===== config.mk =====
export PLATFORM = sky130hd
export DESIGN_NAME = gated_pulse_presence_detector_flat
export DESIGN_NICKNAME = d
export VERILOG_FILES = /design/src/design/gppd_pkg.sv /design/src/design/gppd_if.sv /design/src/design/gated_pulse_presence_detector.sv /design/src/flat_wrapper.sv
export SDC_FILE = /design/constraint.sdc
export NUM_CORES = 2
export LEC_CHECK = 0
export BUFFER_PORTS_ARGS = -buffer_cell sky130_fd_sc_hd__buf_2
export CAP_MARGIN = 40
export CORE_MARGIN = 2
export CORE_UTILIZATION = 35
export DETAILED_ROUTE_END_ITERATION = 7
export HOLD_SLACK_MARGIN = 0.1
export MAX_ROUTING_LAYER = met4
export PLACE_DENSITY = 0.59
export SLEW_MARGIN = 20
export SYNTH_ARGS = -nofsm -noshare
export SYNTH_HDL_FRONTEND = slang
export SYNTH_SLANG_ARGS = --single-unit

===== constraint.sdc =====
create_clock -name clk -period 18.7 [get_ports clk]
set_input_delay 0.935 -clock clk [delete_from_list [all_inputs] [get_ports clk]]
set_output_delay 0.935 -clock clk [all_outputs]
set_load 0.03 [all_outputs]

===== src/design/gppd_pkg.sv =====
// gppd_pkg: shared constants for the gated pulse presence detector
// holds field widths, reset values and configuration register indexes
// no dependencies
package gppd_pkg;

  localparam int CHANNELS_DEF = 16;
  localparam int MASK_W       = 16;
  localparam int SEL_W        = 4;
  localparam int COUNT_W      = 16;
  localparam int WINDOW_W     = 8;
  localparam int CFG_DATA_W   = 16;
  localparam int CFG_INDEX_W  = 1;

  localparam logic [COUNT_W-1:0]  COUNT_MAX          = 16'd65534;
  localparam logic [WINDOW_W-1:0] WINDOW_TICKS_RST   = 8'd40;
  localparam logic [COUNT_W-1:0]  THRESHOLD_RST      = 16'd6;

  typedef enum logic [CFG_INDEX_W-1:0] {
    REG_WINDOW_TICKS       = 1'b0,
    REG_PRESENCE_THRESHOLD = 1'b1
  } cfg_reg_t;

endpackage


===== src/design/gppd_if.sv =====
// gppd_req_if / gppd_rsp_if: valid-ready channels for requests and results
// depends on gppd_pkg for payload widths
interface gppd_req_if;
  import gppd_pkg::*;

  logic               valid;
  logic               ready;
  logic [MASK_W-1:0]  edge_mask;
  logic               gate_tick;
  logic [SEL_W-1:0]   read_channel;

  modport source (output valid, edge_mask, gate_tick, read_channel, input ready);
  modport sink   (input valid, edge_mask, gate_tick, read_channel, output ready);
endinterface

interface gppd_rsp_if;
  import gppd_pkg::*;

  logic               valid;
  logic               ready;
  logic [MASK_W-1:0]  status_mask;
  logic               window_closed;
  logic [COUNT_W-1:0] read_count;

  modport source (output valid, status_mask, window_closed, read_count, input ready);
  modport sink   (input valid, status_mask, window_closed, read_count, output ready);
endinterface


===== src/design/gated_pulse_presence_detector.sv =====
// gated_pulse_presence_detector: gated multichannel pulse counter, top level
// depends on gppd_pkg and the channel interfaces in gppd_if.sv
//
// usage:
//   req carries one request per cycle unless stalled: a mask of channels that
//   saw a falling edge, a gate tick flag and a channel to read back. rsp
//   returns exactly one result per request: the presence bits, whether the
//   request closed a window, and the latched count of the chosen channel.
//   cfg_we/cfg_index/cfg_data write window_ticks (index 0) and
//   presence_threshold (index 1); write only while no request is in flight.
//   result: registered; it appears in the cycle after its request is taken.
//   throughput: one request per cycle while not stalled; all channel
//   counters, the window counter and the threshold compares update in
//   parallel in that cycle, and the result register is the only stage.
//   stall: while a result waits in the result register and rsp.ready is low,
//   req.ready is low; a result taken in a cycle frees room for a new request
//   in the same cycle.
//   reset: rst (synchronous) clears all counts, the window counter, presence
//   bits and the result valid, and loads window_ticks 40 and threshold 6.
module gated_pulse_presence_detector #(
  parameter int CHANNELS = gppd_pkg::CHANNELS_DEF
) (
  input  logic                                clk,
  input  logic                                rst,
  gppd_req_if.sink                            req,
  gppd_rsp_if.source                          rsp,
  input  logic                                cfg_we,
  input  logic [gppd_pkg::CFG_INDEX_W-1:0]    cfg_index,
  input  logic [gppd_pkg::CFG_DATA_W-1:0]     cfg_data
);
  import gppd_pkg::*;

  // only the channels that the edge mask can reach ever count
  localparam int LIVE_N = (CHANNELS < MASK_W) ? CHANNELS : MASK_W;

  logic [WINDOW_W-1:0] window_ticks;
  logic [COUNT_W-1:0]  presence_threshold;

  logic [COUNT_W-1:0]  live_counts    [LIVE_N];
  logic [COUNT_W-1:0]  latched_counts [LIVE_N];
  logic [WINDOW_W-1:0] window_counter;
  logic [MASK_W-1:0]   presence_bits;

  logic [COUNT_W-1:0]  live_inc       [LIVE_N];
  logic [COUNT_W-1:0]  live_next      [LIVE_N];
  logic [COUNT_W-1:0]  latched_next   [LIVE_N];
  logic [WINDOW_W-1:0] window_counter_next;
  logic [MASK_W-1:0]   presence_next;
  logic [WINDOW_W:0]   tick_sum;
  logic                close;
  logic [COUNT_W-1:0]  read_next;

  logic                rsp_valid;
  logic                accept;

  assign req.ready = !rsp_valid || rsp.ready;
  assign accept    = req.valid && req.ready;
  assign rsp.valid = rsp_valid;

  // tick count formed one bit wider so window_ticks of 255 still closes
  assign tick_sum = {1'b0, window_counter} + {{WINDOW_W{1'b0}}, 1'b1};
  assign close    = req.gate_tick && (tick_sum > {1'b0, window_ticks});

  always_comb begin
    presence_next       = presence_bits;
    window_counter_next = window_counter;
    if (req.gate_tick) begin
      window_counter_next = close ? '0 : tick_sum[WINDOW_W-1:0];
    end
    if (close) begin
      presence_next = '0;
    end
    read_next = '0;
    for (int i = 0; i < LIVE_N; i++) begin
      // wrap from the top count straight to zero
      live_inc[i] = (live_counts[i] == COUNT_MAX) ? '0 : live_counts[i] + 1'b1;
      if (req.edge_mask[i]) begin
        live_next[i] = live_inc[i];
      end else begin
        live_next[i] = live_counts[i];
      end
      latched_next[i] = latched_counts[i];
      if (close) begin
        latched_next[i]  = live_next[i];
        presence_next[i] = (live_next[i] >= presence_threshold);
        live_next[i]     = '0;
      end
      if (req.read_channel == SEL_W'(i)) begin
        read_next = latched_next[i];
      end
    end
  end

  always_ff @(posedge clk) begin
    if (rst) begin
      window_ticks       <= WINDOW_TICKS_RST;
      presence_threshold <= THRESHOLD_RST;
    end else if (cfg_we) begin
      unique case (cfg_reg_t'(cfg_index))
        REG_WINDOW_TICKS:       window_ticks       <= cfg_data[WINDOW_W-1:0];
        REG_PRESENCE_THRESHOLD: presence_threshold <= cfg_data[COUNT_W-1:0];
        default: ;
      endcase
    end
  end

  always_ff @(posedge clk) begin
    if (rst) begin
      window_counter <= '0;
      presence_bits  <= '0;
      for (int i = 0; i < LIVE_N; i++) begin
        live_counts[i]    <= '0;
        latched_counts[i] <= '0;
      end
    end else if (accept) begin
      window_counter <= window_counter_next;
      presence_bits  <= presence_next;
      for (int i = 0; i < LIVE_N; i++) begin
        live_counts[i]    <= live_next[i];
        latched_counts[i] <= latched_next[i];
      end
    end
  end

  always_ff @(posedge clk) begin
    if (rst) begin
      rsp_valid <= 1'b0;
    end else if (accept) begin
      rsp_valid <= 1'b1;
    end else if (rsp.ready) begin
      rsp_valid <= 1'b0;
    end
  end

  // result payload
  always_ff @(posedge clk) begin
    if (accept) begin
      rsp.status_mask   <= presence_next;
      rsp.window_closed <= close;
      rsp.read_count    <= read_next;
    end
  end

endmodule


===== src/flat_wrapper.sv =====
// flat-port wrapper written by rule: the top's interface ports become plain ports
module gated_pulse_presence_detector_flat import gppd_pkg::*;
#(
  parameter int CHANNELS = gppd_pkg::CHANNELS_DEF
)
  (clk, rst, cfg_we, cfg_index, cfg_data, req_valid, req_edge_mask, req_gate_tick, req_read_channel, req_ready, rsp_valid, rsp_status_mask, rsp_window_closed, rsp_read_count, rsp_ready);
  gppd_req_if req_i ();
  gppd_rsp_if rsp_i ();
  input  logic clk;
  input  logic rst;
  input  logic cfg_we;
  input  logic [gppd_pkg::CFG_INDEX_W-1:0] cfg_index;
  input  logic [gppd_pkg::CFG_DATA_W-1:0] cfg_data;
  input wire logic [$bits(req_i.valid)-1:0] req_valid;
  input wire logic [$bits(req_i.edge_mask)-1:0] req_edge_mask;
  input wire logic [$bits(req_i.gate_tick)-1:0] req_gate_tick;
  input wire logic [$bits(req_i.read_channel)-1:0] req_read_channel;
  output wire logic [$bits(req_i.ready)-1:0] req_ready;
  output wire logic [$bits(rsp_i.valid)-1:0] rsp_valid;
  output wire logic [$bits(rsp_i.status_mask)-1:0] rsp_status_mask;
  output wire logic [$bits(rsp_i.window_closed)-1:0] rsp_window_closed;
  output wire logic [$bits(rsp_i.read_count)-1:0] rsp_read_count;
  input wire logic [$bits(rsp_i.ready)-1:0] rsp_ready;
  assign req_i.valid = req_valid;
  assign req_i.edge_mask = req_edge_mask;
  assign req_i.gate_tick = req_gate_tick;
  assign req_i.read_channel = req_read_channel;
  assign req_ready = req_i.ready;
  assign rsp_valid = rsp_i.valid;
  assign rsp_status_mask = rsp_i.status_mask;
  assign rsp_window_closed = rsp_i.window_closed;
  assign rsp_read_count = rsp_i.read_count;
  assign rsp_i.ready = rsp_ready;
  gated_pulse_presence_detector #(.CHANNELS(CHANNELS)) u_core (.clk(clk), .rst(rst), .req(req_i), .rsp(rsp_i), .cfg_we(cfg_we), .cfg_index(cfg_index), .cfg_data(cfg_data));
endmodule

==> flow_metrics.py <==
metrics = {
    "cts": {
        "cts_tree": "yes",
        "cts_num_sinks": 594,
        "path_clk_slew_ns": 0.06,
        "cts_root_buffer": "clkbuf_16",
        "postCtsSetupRepairBufs": 0,
        "clk_path_buf_depth": 3,
        "clk_latency_ns": 0.66,
        "cts_buffers": 73,
        "cts.repair.resized": 0,
        "htree_levels": 3,
        "hold_buffers": 0,
    },
    "synthesis": {
        "avgSynthCellArea_sq_um": 9.52,
        "synth_top_family_by_area": "simple AND/OR/NAND/NOR gates",
        "yosys.area_share.simple_pct": 21.2,
        "synth_warnings": 0,
        "yosys-top-cells-area": "edfxtp_1 42%, ha_1 9.6%, nor2_1 6.0%, mux2i_1 3.6%, nand2_1 3.5%",
        "ys_ff_latch": 594,
        "async_reset_ff_share_pct": 0,
        "synth_edf_count": 545,
        "synth_cells": 4076,
        "yosysUniqueCellTypes": 92,
        "synth_compound_gate_area_share_pct": 13.0,
        "syn-num-nets": 4416,
        "synthAdderAreaFrac_pct": 9.57,
        "synthFlopType": "edfxtp_1",
        "yosysMostFrequentCell": "nor2_1",
        "synth_mux_area_share_pct": 3.94,
        "ys_seq_area_share_pct": 44.7,
        "synth-xor-area-share_pct": 3.70,
        "synth_area_sq_mm": 0.0388,
        "synth_common_cells": "617 x nor2_1, 545 x edfxtp_1, 366 x nand2_1",
        "yosysTopAreaCell": "edfxtp_1",
        "synth.top_cell.area_share_pct": 42.2,
    },
    "critical_path": {
        "path_class": "register to register",
        "cp-start-kind": "register",
        "end_kind": "register",
        "critical_path_required_ns": 19.04,
        "reg2regPathDepth": 16,
        "crit_arrival_ns": 5.87,
        "cp_max_fo": 138,
    },
    "die": {
        "io_pins": 78,
        "die_x_um": 337,
        "die-area_sq_mm": 0.114,
        "start_util_pct": 35.2,
        "rows": 122,
        "die_y_um": 337,
        "core_sq_mm": 0.110,
    },
    "route": {
        "drtAntennaViolNets": 0,
        "top_layer": "met4",
        "vias": 32269,
        "wl_met2_um": 56200,
        "drt-met1-wl_um": 57600,
        "avgViaCountPerCell": 5.68,
        "wl_per_cell_um": 22.7,
        "met3_length_um": 10700,
        "first_iter_violations": 3600,
        "wl_um": 129000,
        "drc": 0,
        "firstDrtPassIters": 6,
    },
    "global_route": {
        "grt_use_total_pct": 22.9,
        "grt_max_degree": 145,
        "gr-total-overflow": 0,
        "grt_pass1_vias": 29634,
        "grt_pass1_wl_um": 191000,
        "grt_antenna_before_repair": 8,
    },
    "placed_design": {
        "post_dp_cell_area_sq_mm": 0.0410,
        "place_ws_ns": 13.30,
        "dp_hpwl_um": 90400,
        "place_congestion": 0.931,
        "portBuffers": 77,
    },
    "sta": {
        "whs_ns": 0.453,
        "tightest_slew_ns": 0.946,
        "max_freq_mhz": 181,
        "clock_skew_ns": 0.0385,
        "slew_violations": 0,
        "slew-limit-headroom_pct": 36.4,
        "period_share_pct": 29.6,
        "setup_viol": 0,
        "fin_ws_ns": 13.17,
        "rsz0062_at_grt": "no",
        "timing.final.crit_period_ns": 5.53,
        "finalHoldViolCount": 0,
        "finalSetupTns_ns": 0,
    },
    "hold_path": {
        "hp-class": "register to register",
        "hold_path_depth": 2,
    },
    "pwr": {
        "powerDensity_mw_per_mm2": 84.4,
        "ir_worst_vdd_mv": 0.0642,
        "p_leak_nw": 16.7,
    },
    "cells_and_area": {
        "finalNetCount": 4470,
        "final_layout_size_suffix_gt1_share_pct": 8.02,
        "area_growth_pct": 12.0,
        "stdcell_area_sq_mm": 0.0435,
    },
    "status": {
        "run_status": "complete, no violations",
    },
    "flow_run": {
        "drv_cap": 0,
    },
}
report_power, final:
group / total (mW) / switching [mW] / internal (mW) / leakage [nW]
combinational: 0.603 / 0.397 / 0.206 / 9.22
sequential: 1.64 / 0.0761 / 1.57 / 6.33
clock: 1.43 / 0.611 / 0.814 / 1.15
total: 3.67 / 1.08 / 2.59 / 16.7
state kept, by name, indices dropped and copies added (netlist names):
register / count
u_core.latched_counts: 256
u_core.live_counts: 256
u_core.presence_bits: 16
u_core.presence_threshold: 16
u_core.rsp.read_count: 16
u_core.rsp.status_mask: 16
u_core.window_counter: 8
u_core.window_ticks: 8
u_core.rsp.valid: 1
u_core.rsp.window_closed: 1
through the flow:
stage          utilization, %  total power [mW]  instances
2_1_floorplan               -              2.07       4076
3_3_place_gp             36.9              2.24       5515
5_1_grt                  39.4              3.80       5679
3_5_place_dp             37.2              2.26       5537
6_report                 39.4              3.67       5679
4_1_cts                  39.3              3.67       5669
worst max-delay path, cell delays in order (launching register included):
cell      delay (ns)
dfxtp_1         0.42
ha_1            0.31
nand2_1         0.07
or2_2           0.31
xnor2_1         0.14
ha_1            0.26
and2_1          0.16
a221o_1         0.33
nor2_2          0.12
a21o_4          0.34
clkinv_8        0.44
buf_12          0.48
mux2i_1         0.35
o22ai_1         0.13
or3_1           0.35
o31ai_1         0.70
a21oi_1         0.16
layer usage:
metal	GRT usage [%]	vias to the layer above
met4	7.59	0
li1	-	15070
met2	33.7	1326
met5	-	-
met1	31.9	15659
met3	3.77	214
layout make-up:
| cell class | count | area [sq um] |
|---|---|---|
| Multi-Input combinational cell | 3122 | 20000 |
| Clock buffer | 100 | 2050 |
| Fill cell | 10870 | 66900 |
| Tap cell | 1488 | 1860 |
| Antenna cell | 4 | 10.0 |
| Timing Repair Buffer | 164 | 1260 |
| Sequential cell | 594 | 17300 |
| Inverter | 175 | 669 |
| Clock inverter | 32 | 287 |
worst paths after layout:
check / startpoint / end / slack, ns
setup / recovery: u_core.window_counter[0] / u_core.rsp.read_count[9] / 13.17
hold / removal: u_core.presence_threshold[4] / u_core.presence_threshold[4] / 0.45
setup reg to reg: u_core.window_counter[0] / u_core.rsp.read_count[9] / 13.17
hold reg to reg: u_core.presence_threshold[4] / u_core.presence_threshold[4] / 0.45
cell families (layout without fill, tap and decap cells):
| kind of cell | after synthesis | count (layout) |
|---|---|---|
| DFF | 594 | 594 |
| other | 0 | 4 |
| xor gates and xnor gates | 164 | 164 |
| and+or+nand+nor | 1735 | 1735 |
| muxes | 148 | 148 |
| adders and majority gates | 297 | 297 |
| buffers and inverters | 360 | 471 |
| AOI/OAI and AO/OA | 778 | 778 |
placed cells by master, fill, tap and decap left out, types with 62 or more instances in the layout:
| cell | count |
|---|---|
| nor2_1 | 617 |
| edfxtp_1 | 545 |
| nand2_1 | 365 |
| ha_1 | 297 |
| a21oi_1 | 237 |
| nor3_1 | 208 |
| inv_1 | 170 |
| mux2i_1 | 138 |
| o21ai_0 | 132 |
| nand3_1 | 127 |
| xnor2_1 | 102 |
| buf_2 | 88 |
| a21o_1 | 84 |
| clkbuf_16 | 75 |
| and2_1 | 72 |
| nand4_1 | 67 |
| xor2_1 | 62 |
Note: power is estimated with default switching activity, not from simulation.
